===== src/rtl/lsr_pkg.sv =====
package lsr_pkg;

    localparam int COORD_BITS = 11;
    localparam int DELTA_BITS = COORD_BITS + 1;
    localparam int PROD_BITS  = 2 * DELTA_BITS;
    localparam int NUM_BITS   = 2 * COORD_BITS + 3;
    localparam int CNT_BITS   = $clog2(COORD_BITS);

    typedef logic signed [COORD_BITS-1:0] coord_t;
    typedef logic signed [DELTA_BITS-1:0] delta_t;
    typedef logic signed [NUM_BITS-1:0]   num_t;

    localparam logic OP_LOAD = 1'b0;
    localparam logic OP_STEP = 1'b1;

    localparam logic [1:0] MODE_VERT = 2'd0;
    localparam logic [1:0] MODE_HORZ = 2'd1;
    localparam logic [1:0] MODE_XMAJ = 2'd2;
    localparam logic [1:0] MODE_YMAJ = 2'd3;

    typedef struct packed {
        logic busy;
        logic done;
    } div_stat_t;

endpackage


===== src/rtl/lsr_if.sv =====
interface lsr_in_if;
    import lsr_pkg::*;

    logic   valid;
    logic   ready;
    logic   opcode;
    coord_t start_x;
    coord_t start_y;
    coord_t end_x;
    coord_t end_y;

    modport source (output valid, opcode, start_x, start_y, end_x, end_y, input ready);
    modport sink   (input valid, opcode, start_x, start_y, end_x, end_y, output ready);
endinterface

interface lsr_out_if;
    import lsr_pkg::*;

    logic   valid;
    logic   ready;
    coord_t pixel_x;
    coord_t pixel_y;
    logic   vertical_mark;
    logic   last_pixel;

    modport source (output valid, pixel_x, pixel_y, vertical_mark, last_pixel, input ready);
    modport sink   (input valid, pixel_x, pixel_y, vertical_mark, last_pixel, output ready);
endinterface


===== src/rtl/lsr_divider.sv =====
module lsr_divider (
    input  logic               clk,
    input  logic               rst_n,
    input  logic               start,
    input  lsr_pkg::num_t      dividend,
    input  lsr_pkg::delta_t    divisor,
    output lsr_pkg::coord_t    quotient,
    output lsr_pkg::div_stat_t stat
);
    import lsr_pkg::*;

    logic                  busy_reg;
    logic                  done_reg;
    logic [CNT_BITS-1:0]   count_reg;
    logic                  neg_reg;
    logic [COORD_BITS-1:0] dmag_reg;
    logic [COORD_BITS-1:0] rem_reg;
    logic [COORD_BITS-1:0] low_reg;
    logic [COORD_BITS-1:0] q_reg;

    logic [NUM_BITS-1:0]   num_abs;
    logic [DELTA_BITS-1:0] div_abs;
    logic [COORD_BITS+1:0] trial;
    logic                  fits;

    assign num_abs = dividend[NUM_BITS-1] ? NUM_BITS'(-dividend) : NUM_BITS'(dividend);
    assign div_abs = divisor[DELTA_BITS-1] ? DELTA_BITS'(-divisor) : DELTA_BITS'(divisor);

    // The quotient is known to fit in COORD_BITS bits, so the partial remainder
    // starts from the dividend's upper bits and stays below the divisor.
    assign trial = {1'b0, rem_reg, low_reg[COORD_BITS-1]} - {2'b00, dmag_reg};
    assign fits  = ~trial[COORD_BITS+1];

    always_ff @(posedge clk or negedge rst_n)
    begin
        if (!rst_n)
        begin
            busy_reg  <= 1'b0;
            done_reg  <= 1'b0;
            count_reg <= '0;
        end
        else
        begin
            done_reg <= 1'b0;
            if (start)
            begin
                busy_reg  <= 1'b1;
                count_reg <= '0;
            end
            else if (busy_reg)
            begin
                count_reg <= count_reg + 1'b1;
                if (count_reg == CNT_BITS'(COORD_BITS - 1))
                begin
                    busy_reg <= 1'b0;
                    done_reg <= 1'b1;
                end
            end
        end
    end

    always_ff @(posedge clk)
    begin
        if (start)
        begin
            neg_reg  <= dividend[NUM_BITS-1] ^ divisor[DELTA_BITS-1];
            dmag_reg <= div_abs[COORD_BITS-1:0];
            rem_reg  <= num_abs[COORD_BITS +: COORD_BITS];
            low_reg  <= num_abs[COORD_BITS-1:0];
            q_reg    <= '0;
        end
        else if (busy_reg)
        begin
            if (fits)
                rem_reg <= trial[COORD_BITS-1:0];
            else
                rem_reg <= {rem_reg[COORD_BITS-2:0], low_reg[COORD_BITS-1]};
            low_reg <= {low_reg[COORD_BITS-2:0], 1'b0};
            q_reg   <= {q_reg[COORD_BITS-2:0], fits};
        end
    end

    assign quotient  = neg_reg ? coord_t'(-q_reg) : coord_t'(q_reg);
    assign stat.busy = busy_reg;
    assign stat.done = done_reg;

    a_no_restart: assert property (@(posedge clk) disable iff (!rst_n)
        start |-> !busy_reg)
        else $error("divider started while busy");

endmodule


===== src/rtl/line_segment_rasterizer_top.sv =====
// Load word: produces no pixel, and the block is ready again next cycle.
// Step word, axis-aligned segment: pixel goes via ST_EMIT into the output register.
// Step word, sloped segment: ST_MUL1 and ST_MUL2 on the shared multiplier (two products),
// then ST_DSTART, ST_DWAIT on the restoring divider (one quotient bit per cycle), ST_EMIT.
// One word is in flight at a time; a waiting pixel holds the next one back only at the end.
// Asynchronous active-low reset clears the segment, the walk and both handshakes.
module line_segment_rasterizer_top (
    input  logic             clk,
    input  logic             rst_n,
    lsr_in_if.sink           item_in,
    lsr_out_if.source        pix_out
);
    import lsr_pkg::*;

    localparam logic [2:0] ST_IDLE   = 3'd0;
    localparam logic [2:0] ST_MUL1   = 3'd1;
    localparam logic [2:0] ST_MUL2   = 3'd2;
    localparam logic [2:0] ST_DSTART = 3'd3;
    localparam logic [2:0] ST_DWAIT  = 3'd4;
    localparam logic [2:0] ST_EMIT   = 3'd5;

    logic [2:0] state_reg, state_next;
    coord_t     x0_reg, x0_next;
    coord_t     y0_reg, y0_next;
    delta_t     dx_reg, dx_next;
    delta_t     dy_reg, dy_next;
    coord_t     cursor_reg, cursor_next;
    coord_t     stop_reg, stop_next;
    logic [1:0] mode_reg, mode_next;
    logic       active_reg, active_next;
    logic       out_valid_reg, out_valid_next;

    coord_t     px_reg, px_next;
    coord_t     py_reg, py_next;
    num_t       acc_reg, acc_next;
    coord_t     out_px_reg, out_px_next;
    coord_t     out_py_reg, out_py_next;
    logic       out_vert_reg, out_vert_next;
    logic       out_last_reg, out_last_next;

    logic       in_fire;
    delta_t     in_dx, in_dy;
    logic [DELTA_BITS-1:0] in_adx, in_ady;
    logic [1:0] in_mode;
    coord_t     in_lo, in_hi;

    logic       xmaj;
    delta_t     start_minor, d_major, d_minor, offset;
    delta_t     mul_a, mul_b;
    logic signed [PROD_BITS-1:0] prod;
    num_t       prod_ext;
    delta_t     cursor_inc;
    logic       is_last;

    coord_t     quotient;
    div_stat_t  div_stat;

    assign item_in.ready = (state_reg == ST_IDLE);
    assign in_fire       = item_in.valid & item_in.ready;

    // Segment setup from the load word.
    assign in_dx  = {item_in.end_x[COORD_BITS-1], item_in.end_x}
                  - {item_in.start_x[COORD_BITS-1], item_in.start_x};
    assign in_dy  = {item_in.end_y[COORD_BITS-1], item_in.end_y}
                  - {item_in.start_y[COORD_BITS-1], item_in.start_y};
    assign in_adx = in_dx[DELTA_BITS-1] ? DELTA_BITS'(-in_dx) : DELTA_BITS'(in_dx);
    assign in_ady = in_dy[DELTA_BITS-1] ? DELTA_BITS'(-in_dy) : DELTA_BITS'(in_dy);

    always_comb
    begin
        if (in_dx == '0)
            in_mode = MODE_VERT;
        else if (in_dy == '0)
            in_mode = MODE_HORZ;
        else if (in_adx > in_ady)
            in_mode = MODE_XMAJ;
        else
            in_mode = MODE_YMAJ;

        if (in_mode == MODE_HORZ || in_mode == MODE_XMAJ)
        begin
            in_lo = (item_in.start_x < item_in.end_x) ? item_in.start_x : item_in.end_x;
            in_hi = (item_in.start_x < item_in.end_x) ? item_in.end_x : item_in.start_x;
        end
        else
        begin
            in_lo = (item_in.start_y < item_in.end_y) ? item_in.start_y : item_in.end_y;
            in_hi = (item_in.start_y < item_in.end_y) ? item_in.end_y : item_in.start_y;
        end
    end

    // Sloped walk: minor = (start_minor * d_major + d_minor * offset) / d_major.
    assign xmaj        = (mode_reg == MODE_XMAJ);
    assign start_minor = xmaj ? {y0_reg[COORD_BITS-1], y0_reg} : {x0_reg[COORD_BITS-1], x0_reg};
    assign d_major     = xmaj ? dx_reg : dy_reg;
    assign d_minor     = xmaj ? dy_reg : dx_reg;
    assign offset      = {cursor_reg[COORD_BITS-1], cursor_reg}
                       - (xmaj ? {x0_reg[COORD_BITS-1], x0_reg} : {y0_reg[COORD_BITS-1], y0_reg});

    // One multiplier serves both products on consecutive cycles.
    assign mul_a    = (state_reg == ST_MUL1) ? start_minor : d_minor;
    assign mul_b    = (state_reg == ST_MUL1) ? d_major : offset;
    assign prod     = mul_a * mul_b;
    assign prod_ext = {{(NUM_BITS - PROD_BITS){prod[PROD_BITS-1]}}, prod};

    assign cursor_inc = {cursor_reg[COORD_BITS-1], cursor_reg} + DELTA_BITS'(1);
    assign is_last    = (cursor_inc >= $signed({stop_reg[COORD_BITS-1], stop_reg}));

    lsr_divider u_divider (
        .clk      (clk),
        .rst_n    (rst_n),
        .start    (state_reg == ST_DSTART),
        .dividend (acc_reg),
        .divisor  (d_major),
        .quotient (quotient),
        .stat     (div_stat)
    );

    always_comb
    begin
        state_next     = state_reg;
        x0_next        = x0_reg;
        y0_next        = y0_reg;
        dx_next        = dx_reg;
        dy_next        = dy_reg;
        cursor_next    = cursor_reg;
        stop_next      = stop_reg;
        mode_next      = mode_reg;
        active_next    = active_reg;
        out_valid_next = out_valid_reg;
        px_next        = px_reg;
        py_next        = py_reg;
        acc_next       = acc_reg;
        out_px_next    = out_px_reg;
        out_py_next    = out_py_reg;
        out_vert_next  = out_vert_reg;
        out_last_next  = out_last_reg;

        if (out_valid_reg && pix_out.ready)
            out_valid_next = 1'b0;

        case (state_reg)
            ST_IDLE:
            begin
                if (in_fire)
                begin
                    if (item_in.opcode == OP_LOAD)
                    begin
                        x0_next     = item_in.start_x;
                        y0_next     = item_in.start_y;
                        dx_next     = in_dx;
                        dy_next     = in_dy;
                        mode_next   = in_mode;
                        cursor_next = in_lo;
                        stop_next   = in_hi;
                        active_next = (in_lo < in_hi);
                    end
                    else if (active_reg)
                    begin
                        case (mode_reg)
                            MODE_VERT:
                            begin
                                px_next    = x0_reg;
                                py_next    = cursor_reg;
                                state_next = ST_EMIT;
                            end
                            MODE_HORZ:
                            begin
                                px_next    = cursor_reg;
                                py_next    = y0_reg;
                                state_next = ST_EMIT;
                            end
                            default:
                            begin
                                state_next = ST_MUL1;
                            end
                        endcase
                    end
                end
            end
            ST_MUL1:
            begin
                acc_next   = prod_ext;
                state_next = ST_MUL2;
            end
            ST_MUL2:
            begin
                acc_next   = acc_reg + prod_ext;
                state_next = ST_DSTART;
            end
            ST_DSTART:
            begin
                state_next = ST_DWAIT;
            end
            ST_DWAIT:
            begin
                if (div_stat.done)
                begin
                    if (xmaj)
                    begin
                        px_next = cursor_reg;
                        py_next = quotient;
                    end
                    else
                    begin
                        px_next = quotient;
                        py_next = cursor_reg;
                    end
                    state_next = ST_EMIT;
                end
            end
            ST_EMIT:
            begin
                if (!out_valid_reg || pix_out.ready)
                begin
                    out_valid_next = 1'b1;
                    out_px_next    = px_reg;
                    out_py_next    = py_reg;
                    out_vert_next  = (mode_reg == MODE_VERT);
                    out_last_next  = is_last;
                    cursor_next    = cursor_inc[COORD_BITS-1:0];
                    active_next    = ~is_last;
                    state_next     = ST_IDLE;
                end
            end
            default:
            begin
                state_next = ST_IDLE;
            end
        endcase
    end

    always_ff @(posedge clk or negedge rst_n)
    begin
        if (!rst_n)
        begin
            state_reg     <= ST_IDLE;
            x0_reg        <= '0;
            y0_reg        <= '0;
            dx_reg        <= '0;
            dy_reg        <= '0;
            cursor_reg    <= '0;
            stop_reg      <= '0;
            mode_reg      <= MODE_VERT;
            active_reg    <= 1'b0;
            out_valid_reg <= 1'b0;
        end
        else
        begin
            state_reg     <= state_next;
            x0_reg        <= x0_next;
            y0_reg        <= y0_next;
            dx_reg        <= dx_next;
            dy_reg        <= dy_next;
            cursor_reg    <= cursor_next;
            stop_reg      <= stop_next;
            mode_reg      <= mode_next;
            active_reg    <= active_next;
            out_valid_reg <= out_valid_next;
        end
    end

    always_ff @(posedge clk)
    begin
        px_reg       <= px_next;
        py_reg       <= py_next;
        acc_reg      <= acc_next;
        out_px_reg   <= out_px_next;
        out_py_reg   <= out_py_next;
        out_vert_reg <= out_vert_next;
        out_last_reg <= out_last_next;
    end

    assign pix_out.valid         = out_valid_reg;
    assign pix_out.pixel_x       = out_px_reg;
    assign pix_out.pixel_y       = out_py_reg;
    assign pix_out.vertical_mark = out_vert_reg;
    assign pix_out.last_pixel    = out_last_reg;

    a_div_done_waited: assert property (@(posedge clk) disable iff (!rst_n)
        div_stat.done |-> state_reg == ST_DWAIT)
        else $error("divider finished outside of the wait state");

    a_div_busy_waited: assert property (@(posedge clk) disable iff (!rst_n)
        div_stat.busy |-> state_reg == ST_DWAIT)
        else $error("divider running outside of the wait state");

    a_cursor_in_range: assert property (@(posedge clk) disable iff (!rst_n)
        active_reg |-> cursor_reg < stop_reg)
        else $error("active walk has its cursor at or past the stop");

    a_pixel_from_emit: assert property (@(posedge clk) disable iff (!rst_n)
        $rose(out_valid_reg) |-> $past(state_reg) == ST_EMIT)
        else $error("output word appeared without an emit step");

endmodule

===== src/flat_wrapper.sv =====
// flat-port wrapper written by rule: the top's interface ports become plain ports
module line_segment_rasterizer_top_flat import lsr_pkg::*;
  (clk, rst_n, item_in_valid, item_in_opcode, item_in_start_x, item_in_start_y, item_in_end_x, item_in_end_y, item_in_ready, pix_out_valid, pix_out_pixel_x, pix_out_pixel_y, pix_out_vertical_mark, pix_out_last_pixel, pix_out_ready);
  lsr_in_if item_in_i ();
  lsr_out_if pix_out_i ();
  input  logic clk;
  input  logic rst_n;
  input wire logic [$bits(item_in_i.valid)-1:0] item_in_valid;
  input wire logic [$bits(item_in_i.opcode)-1:0] item_in_opcode;
  input wire logic [$bits(item_in_i.start_x)-1:0] item_in_start_x;
  input wire logic [$bits(item_in_i.start_y)-1:0] item_in_start_y;
  input wire logic [$bits(item_in_i.end_x)-1:0] item_in_end_x;
  input wire logic [$bits(item_in_i.end_y)-1:0] item_in_end_y;
  output wire logic [$bits(item_in_i.ready)-1:0] item_in_ready;
  output wire logic [$bits(pix_out_i.valid)-1:0] pix_out_valid;
  output wire logic [$bits(pix_out_i.pixel_x)-1:0] pix_out_pixel_x;
  output wire logic [$bits(pix_out_i.pixel_y)-1:0] pix_out_pixel_y;
  output wire logic [$bits(pix_out_i.vertical_mark)-1:0] pix_out_vertical_mark;
  output wire logic [$bits(pix_out_i.last_pixel)-1:0] pix_out_last_pixel;
  input wire logic [$bits(pix_out_i.ready)-1:0] pix_out_ready;
  assign item_in_i.valid = item_in_valid;
  assign item_in_i.opcode = item_in_opcode;
  assign item_in_i.start_x = item_in_start_x;
  assign item_in_i.start_y = item_in_start_y;
  assign item_in_i.end_x = item_in_end_x;
  assign item_in_i.end_y = item_in_end_y;
  assign item_in_ready = item_in_i.ready;
  assign pix_out_valid = pix_out_i.valid;
  assign pix_out_pixel_x = pix_out_i.pixel_x;
  assign pix_out_pixel_y = pix_out_i.pixel_y;
  assign pix_out_vertical_mark = pix_out_i.vertical_mark;
  assign pix_out_last_pixel = pix_out_i.last_pixel;
  assign pix_out_i.ready = pix_out_ready;
  line_segment_rasterizer_top u_core (.clk(clk), .rst_n(rst_n), .item_in(item_in_i), .pix_out(pix_out_i));
endmodule

===== config.mk =====
export PLATFORM = sky130hd
export DESIGN_NAME = line_segment_rasterizer_top_flat
export DESIGN_NICKNAME = d
export VERILOG_FILES = /design/src/rtl/lsr_pkg.sv /design/src/rtl/lsr_if.sv /design/src/rtl/lsr_divider.sv /design/src/rtl/line_segment_rasterizer_top.sv /design/src/flat_wrapper.sv
export SDC_FILE = /design/constraint.sdc
export NUM_CORES = 1
export LEC_CHECK = 0
export BUFFER_PORTS_ARGS = -buffer_cell sky130_fd_sc_hd__buf_2
export CAP_MARGIN = 20
export CORE_UTILIZATION = 40
export DETAILED_ROUTE_END_ITERATION = 7
export SLEW_MARGIN = 25
export SYNTH_ARGS = -nofsm -noshare
export SYNTH_HDL_FRONTEND = slang
export SYNTH_HIERARCHICAL = 1
export SYNTH_SLANG_ARGS = --single-unit
export TNS_END_PERCENT = 30

===== constraint.sdc =====
create_clock -name clk -period 15.1 [get_ports clk]
set_input_delay 3.02 -clock clk [delete_from_list [all_inputs] [get_ports clk]]
set_output_delay 3.02 -clock clk [all_outputs]
set_load 0.02 [all_outputs]

* Word level (Yosys, flattened, before mapping)
Index checks and enable logic that the tools add are counted.
W data, S select, Z words.
** Storage, ports and cells
- Register bits after elaboration :: 197
- Bits of input ports :: 49
- Output and inout port bits :: 26
- Logic and storage cells :: 149
** Cells by class
- $add $sub $neg :: 12
- Multiply operators :: 1
- Magnitude comparators :: 5
- Equality and inequality tests :: 17
- Multiplexer cells :: 66
- Bitwise operators :: 5
- Reduce and logical (&&, ||, !) cells :: 18
** Operators by type and width (count)
- $mux W11 :: 26
- $pmux W11 S2 :: 5
- $mux W12 :: 8
- $pmux W25 S2 :: 1
- $lt A11 B11 Y1 :: 3
- $add A25 B24 Y25 :: 1
- $logic_not A12 Y1 :: 2
- $mul A12 B12 Y24 :: 1
- $neg A12 Y12 :: 2
- $sub A11 B11 Y12 :: 2
- $mux W22 :: 1
- $neg A11 Y11 :: 2
- $neg A22 Y22 :: 1
- $mux W3 :: 6
- $pmux W3 S6 :: 1
- $mux W1 :: 13
- $sub A12 B11 Y13 :: 1
- $add A11 B2 Y12 const B :: 1
- $ge A12 B11 Y1 :: 1
- $gt A12 B12 Y1 :: 1
- $sub A12 B12 Y12 :: 1
- $ne A2 B2 Y1 const B :: 5
- $mux W4 :: 2
- $reduce_bool A2 Y1 :: 4
- other kinds (25) :: 33

* Logic depth before layout (Yosys ltp)
Gate-level depths: netlist of run 1.
- Depth after elaboration :: 14
- Mapped depth :: 47
- Depth with buffers taken out :: 42

* Modules after synthesis
The synthesis of run 1 kept the hierarchy.
** By module, submodules not included
- line_segment_rasterizer_top :: times used 1, cells each 1947, area an instance 17179.0 um^2, sequential area each 4008.8 um^2
- lsr_divider :: times used 1, cells each 352, area an instance 3407.0 um^2, sequential area each 1391.3 um^2

* Least setup slack after synthesis of run 1
Ideal clock, no wire load.
- Path kind :: register to register
- From :: register u_core.mode_reg[1]
- To :: register u_core.acc_reg[20], data pin
- Library setup time :: 0.260 ns
- Arrival :: 10.341 ns
- Required time :: 14.840 ns
- Path slack :: 4.499 ns
- Stages on the path, launching flop included :: 40
- Path buffers :: 6
- Clock period less this slack :: 10.601 ns
- Cells stage by stage :: dfrtp_1 buf_2 nor2b_1 buf_2 clkbuf_1 buf_1 clkbuf_1 mux2i_1 ha_1 nor2b_1 o21ai_0 a21boi_0 o21a_1 o21a_1 o21a_1 or4_1 a31oi_1 clkbuf_1 (+4 left out) fa_1 fa_1 inv_1 fa_1 inv_1 ha_1 or3_1 o21bai_1 and2_1 xor2_1 ha_1 and3_1 and3_1 a22o_1 a2111oi_0 o21ai_0 xor2_1 mux2_2
** Between the ends
- Cells in the longest elaborated chain, start to end :: 7
- Elaborated cells on any way between the ends :: 11
- Those cells by class :: add/sub: 2; mul: 1; eq/ne: 1; mux: 7
** Ends and longest elaborated chain
- from (decl) :: line line_segment_rasterizer_top.sv:29 : logic [1:0] mode_reg, mode_next;
- from (signal assigned) :: line line_segment_rasterizer_top.sv:257 : mode_reg <= mode_next;
- $eq A2 B2 Y1 (*) :: line line_segment_rasterizer_top.sv:93 : assign xmaj = (mode_reg == MODE_XMAJ);
- $mux W12 :: line line_segment_rasterizer_top.sv:98 : - (xmaj ? {x0_reg[COORD_BITS-1], x0_reg} : {y0_reg[COORD_BITS-1], y0_reg});
- $sub A12 B12 Y12 :: line line_segment_rasterizer_top.sv:98
- $mux W12 :: line line_segment_rasterizer_top.sv:102 : assign mul_b = (state_reg == ST_MUL1) ? d_major : offset;
- $mul A12 B12 Y24 (*) :: line line_segment_rasterizer_top.sv:103 : assign prod = mul_a * mul_b;
- $add A25 B24 Y25 :: line line_segment_rasterizer_top.sv:188 : acc_next = acc_reg + prod_ext;
- $pmux W25 S2 (*) :: line line_segment_rasterizer_top.sv:142 : case (state_reg)
- named net u_core.acc_next[20] :: line line_segment_rasterizer_top.sv:35 : num_t acc_reg, acc_next;
- to (signal assigned) :: line line_segment_rasterizer_top.sv:267 : acc_reg <= acc_next;
- to (decl) :: line line_segment_rasterizer_top.sv:35
The timed path passes the listed nets; every way through them passes the cells marked *.
A chain may end at the register's enable or synchronous reset.

* Final worst setup path of run 1
Ends and elaborated chain as after synthesis.

==> flow_summary.ini, run 1 <==
[outcome]
run_status = finished, final reports clean

[placement]
number_of_buffers_added_on_ports = 74
place.detailed.instances = 2955
place_hpwl_mm = 43.9
placed_area_um2 = 21600
place_congestion = 0.902

[clocking]
cts_root_buffer = clkbuf_16
post_cts.repair.setup_buffers = 0
clock_sinks = 197
clk_latency_ns = 0.47
count_of_h_tree_levels_built_during_cts = 4
cts_hold_buffers = 0
register_clock_pin_slew_on_the_reported_worst_setup_and_hold_paths_ns = 0.07
cts_buffers = 17
post_cts.resized_instances = 0
max-clock-path-buffers = 2
clock_tree_from_tritoncts = yes

[routing]
drc_violation_count_after_routing = 0
drt_iter0_drc = 1261
per_cell_routed_wire_length_um = 18.6
antenna_left = 0
drt_wl_total_mm = 55.5
via_count = 16341
drtPass1Iterations = 5
detail_route.vias_per_cell = 5.47

[floorplan]
total_die_area_um2 = 52400
die-height_um = 229
pin_count = 75
placement_rows = 82
initial_utilization_pct = 40.8
horizontal_extent_of_the_die_um = 229
core-area_um2 = 50500

[synth]
syn-num-nets = 2653
post_synth_instance_area_um2 = 20600
post_synth_inst_count = 2298
syn_area_per_cell_um2 = 8.95
synth_warnings = 6

[timing]
timing_max_transition_violations_final = 0
period_needed_ns = 10.83
final.setup.tns_ns = 0
timing_hold_violations_final = 0
final-setup-viol-count = 0
worstMarginPinSlew_ns = 1.07
maxClockFrequency_ghz = 0.0923
layout_worst_path_cycle_share_pct = 71.7
max-slew-margin-rel_pct = 27.9
unrepaired_setup_endpoints_after_global_routing = false
fin_worst_skew_ns = 0.0247

[global_routing]
grt_start_max_net_pins = 109
grt_first_pass_wirelength_mm = 89.1
grt_util_all_layers_pct = 21.6
antenna_found_initial = 1
grt_pass1_vias = 16509
global_route.overflow_total = 0

[worst_setup_path]
slowest_stage_delay_cp_ns = 0.77
crit_fanout = 45
worst_path_required_ns = 15.31
timing.rr.start = u_core/mode_reg[1]
worstSetupPathType = flip-flop to flip-flop
start_kind = flip-flop
cpMostUsedCell = fa_1
cp_slowest_cell = a31oi_1
cp-end-kind = flip-flop
critPathArrivalTime_ns = 11.05
cp-startpoint = u_core/mode_reg[1]

[final_layout]
final_layout_size_suffix_gt1_share_pct = 8.72
finalNonFillerCells = 2988
final.fill_count = 4964
syn2layout_area_growth_pct = 7.72
postLayoutCellArea_um2 = 22200
largest_register_ff_count = 25
net_count_of_the_finished_layout = 2658
antenna-diode-count = 0

[job]
max-cap-violations = 0

[hold_path]
hold_path_class = flip-flop to flip-flop
worstHoldStart = u_core/py_reg[6]
## final timing paths
check / end / slack [ns] / cells after the start
max: u_core/acc_reg[20] / 4.27 / 35
min: u_core/pix_out.pixel_y[6] / 0.43 / 0
max reg2reg: u_core/acc_reg[20] / 4.27 / 35
min reg2reg: u_core/pix_out.pixel_y[6] / 0.43 / 0
max in group asynchronous: u_core/dy_reg[8] / 11.57 / 2
min in group asynchronous: u_core/stop_reg[10] / 2.54 / 1
## layout make-up
cell class                      count  area (µm²)  share of cell area, %
Multi-Input combinational cell   1730       13800                   62.4
Sequential cell                   197        5400                   24.4
Inverter                          263         987                   4.45
Tap cell                          672         841                   3.79
Timing Repair Buffer               94         543                   2.45
Clock buffer                       20         447                   2.02
Clock inverter                     12         123                  0.553
## cells in the final DEF, fill, tap and decap left out, drive strengths merged, types with 42 or more instances in the layout
cell	n
a21oi	105
buf	94
dfrtp	81
edfxtp	105
fa	144
ha	162
inv	267
mux2i	76
nand2	315
nand2b	42
nor2	164
o21ai	144
xnor2	88
xor2	47
## metal layers
metal | vias to the layer above | routed length [µm] | GRT usage, %
met2 | 414 | 26100 | 35.8
met4 | 2 | 1410 | 6.90
met5 | - | 13 | 0
met3 | 70 | 2450 | 2.27
met1 | 8010 | 25500 | 29.6
li1 | 7845 | - | -
## through the flow
step	hold slack, ns	utilization, %	setup WS [ns]
after floorplan	0.400	-	4.50
after global placement	0.404	42.7	4.55
after detailed placement	0.410	42.7	4.39
after CTS	0.424	43.8	4.40
after global routing	0.430	43.9	3.64
final	0.425	43.9	4.27
## worst max-delay path: cells and delay by family, from the launching register on
kind | cells | cell delay (ns)
compound gates | 10 | 3.05
xor+xnor | 2 | 0.38
fa+ha+maj | 8 | 3.40
buf+inv | 5 | 0.96
flops | 1 | 0.32
mux | 2 | 0.52
simple gates | 8 | 1.97
Power of run 1 is left out: the tool's default activity adds up to more than one toggle a clock period on the data nets, which glitch-free logic cannot reach.
==> inputs of run 2 (changes only) <==
Clock period 15.1 ns to 11.19 ns, I/O delays scaled along.
==> run 2 against run 1 <==
Compared with the run above: utilization rose by 0.18 points; global-route usage down 0.15 points; routed wire length is 1.4% lower; sequential cell count stayed put; worst setup slack got worse by 3.5 ns; non-clock buffer count is the same; critical path type unchanged; first-iteration DRC count is 13% lower.
==> flow_summary.ini, run 2 (synthesis results as in run 1) <==
[worst_setup_path]
start_kind = flip-flop
critPathCapture = u_core/acc_reg[20]
worstSetupPathType = flip-flop to flip-flop
r2r_end = u_core/acc_reg[20]
cp_slowest_cell = a2111oi_0
r2r_cells = 38
cp-startpoint = u_core/mode_reg[0]
critPathArrivalTime_ns = 10.68
worst_path_required_ns = 11.41
crit_fanout = 16
register_to_register_setup_slack_ns = 0.72
timing.rr.start = u_core/mode_reg[0]
cp-end-kind = flip-flop
slowest_stage_delay_cp_ns = 0.75

[final_layout]
largest_register_ff_count = 25
layout_common_cells = nand2_1 (312), inv_1 (263), nor2_1 (163), ha_1 (162), fa_1 (144)
final_layout_size_suffix_gt1_share_pct = 8.89
postLayoutCoreUtil_pct = 44.1
mostFrequentLayoutCell = nand2_1
finalNonFillerCells = 2988
antenna-diode-count = 0
final.fill_count = 4939
syn2layout_area_growth_pct = 8.15
net_count_of_the_finished_layout = 2658

[routing]
antenna_left = 0
drt_wl_total_mm = 54.7
via_count = 16273
detail_route.vias_per_cell = 5.45
drtPass1Iterations = 5
per_cell_routed_wire_length_um = 18.3
drt_iter0_drc = 1100
drc_violation_count_after_routing = 0

[global_routing]
global_route.peak_usage_layer = met2
globalRouteMet2Util_pct = 35.6
grt_util_all_layers_pct = 21.5
global_route.overflow_total = 0
antenna_found_initial = 1
grt_use_met1_pct = 29.8
global_routing_usage_on_met3_pct = 2.13
grt_pass1_vias = 16125
grt_first_pass_wirelength_mm = 89.1
grt_start_max_net_pins = 109

[clocking]
post_cts.resized_instances = 0
cts_buffers = 17
max-clock-path-buffers = 2
post_cts.repair.setup_buffers = 0
register_clock_pin_slew_on_the_reported_worst_setup_and_hold_paths_ns = 0.08
clock_tree_from_tritoncts = yes
count_of_h_tree_levels_built_during_cts = 4
clk_latency_ns = 0.46
cts_root_buffer = clkbuf_16
clock_sinks = 197
cts_hold_buffers = 0

[job]
max-cap-violations = 0

[floorplan]
core-area_um2 = 50500
horizontal_extent_of_the_die_um = 229
die-height_um = 229
initial_utilization_pct = 40.8
placement_rows = 82
pin_count = 75
total_die_area_um2 = 52400

[timing]
unrepaired_setup_endpoints_after_global_routing = false
fin_worst_skew_ns = 0.0162
maxClockFrequency_ghz = 0.0955
timing_max_transition_violations_final = 0
final-setup-viol-count = 0
period_needed_ns = 10.47
final.setup.tns_ns = 0
hold-worst-slack_ns = 0.421
worstMarginPinSlew_ns = 1.05
max-slew-margin-rel_pct = 29.6
layout_worst_path_cycle_share_pct = 93.5
timing_hold_violations_final = 0

[outcome]
run_status = finished, final reports clean

[hold_path]
hold_path_class = flip-flop to flip-flop

[placement]
place_hpwl_mm = 43.6
place.detailed.instances = 2955
place_congestion = 0.929
number_of_buffers_added_on_ports = 74
## run 2: final cells by class
class	count	area, µm²	share of cell area, %
Clock buffer	17	425	1.91
Clock inverter	15	214	0.961
Inverter	263	987	4.44
Multi-Input combinational cell	1730	13800	62.2
Sequential cell	197	5400	24.3
Tap cell	672	841	3.78
Timing Repair Buffer	94	556	2.50
## run 2: how the worst min path moves through the flow
stage,start,end,slack [ns],cells after the start
finish,u_core/px_reg[9],u_core/pix_out.pixel_x[9],0.42,0
CTS,u_core/px_reg[9],u_core/pix_out.pixel_x[9],0.42,0
floorplan,u_core/px_reg[0],u_core/pix_out.pixel_x[0],0.40,0
detailed placement,u_core/px_reg[9],u_core/pix_out.pixel_x[9],0.41,0
global route,u_core/px_reg[9],u_core/pix_out.pixel_x[9],0.43,0
global placement,u_core/py_reg[7],u_core/pix_out.pixel_y[7],0.41,0
## run 2: routing by layer
| metal | part of all wire [%] | wire, µm |
|---|---|---|
| met1 | 47 | 25700 |
| met2 | 47 | 25900 |
| met3 | 3.5 | 1930 |
| met4 | 2.1 | 1160 |
| met5 | 0.024 | 13 |
## run 2: worst max-delay path, delay by kind of cell, from the launching register on
family | cells | cell delay, ns
buf+inv | 7 | 0.82
mux | 1 | 0.26
simple gates | 10 | 2.00
xor+xnor | 2 | 0.34
compound gates | 10 | 2.63
fa+ha+maj | 8 | 3.43
flops | 1 | 0.71
## run 2: stage by stage
stage | cell area (µm²) | setup slack, ns
6_report | 22300 | 0.724
5_1_grt | 22300 | 0.184
4_1_cts | 22200 | 0.714
3_5_place_dp | 21600 | 0.749
3_3_place_gp | 21500 | 1.14
2_1_floorplan | 20600 | 0.589
Power of run 2 is left out for the same reason.
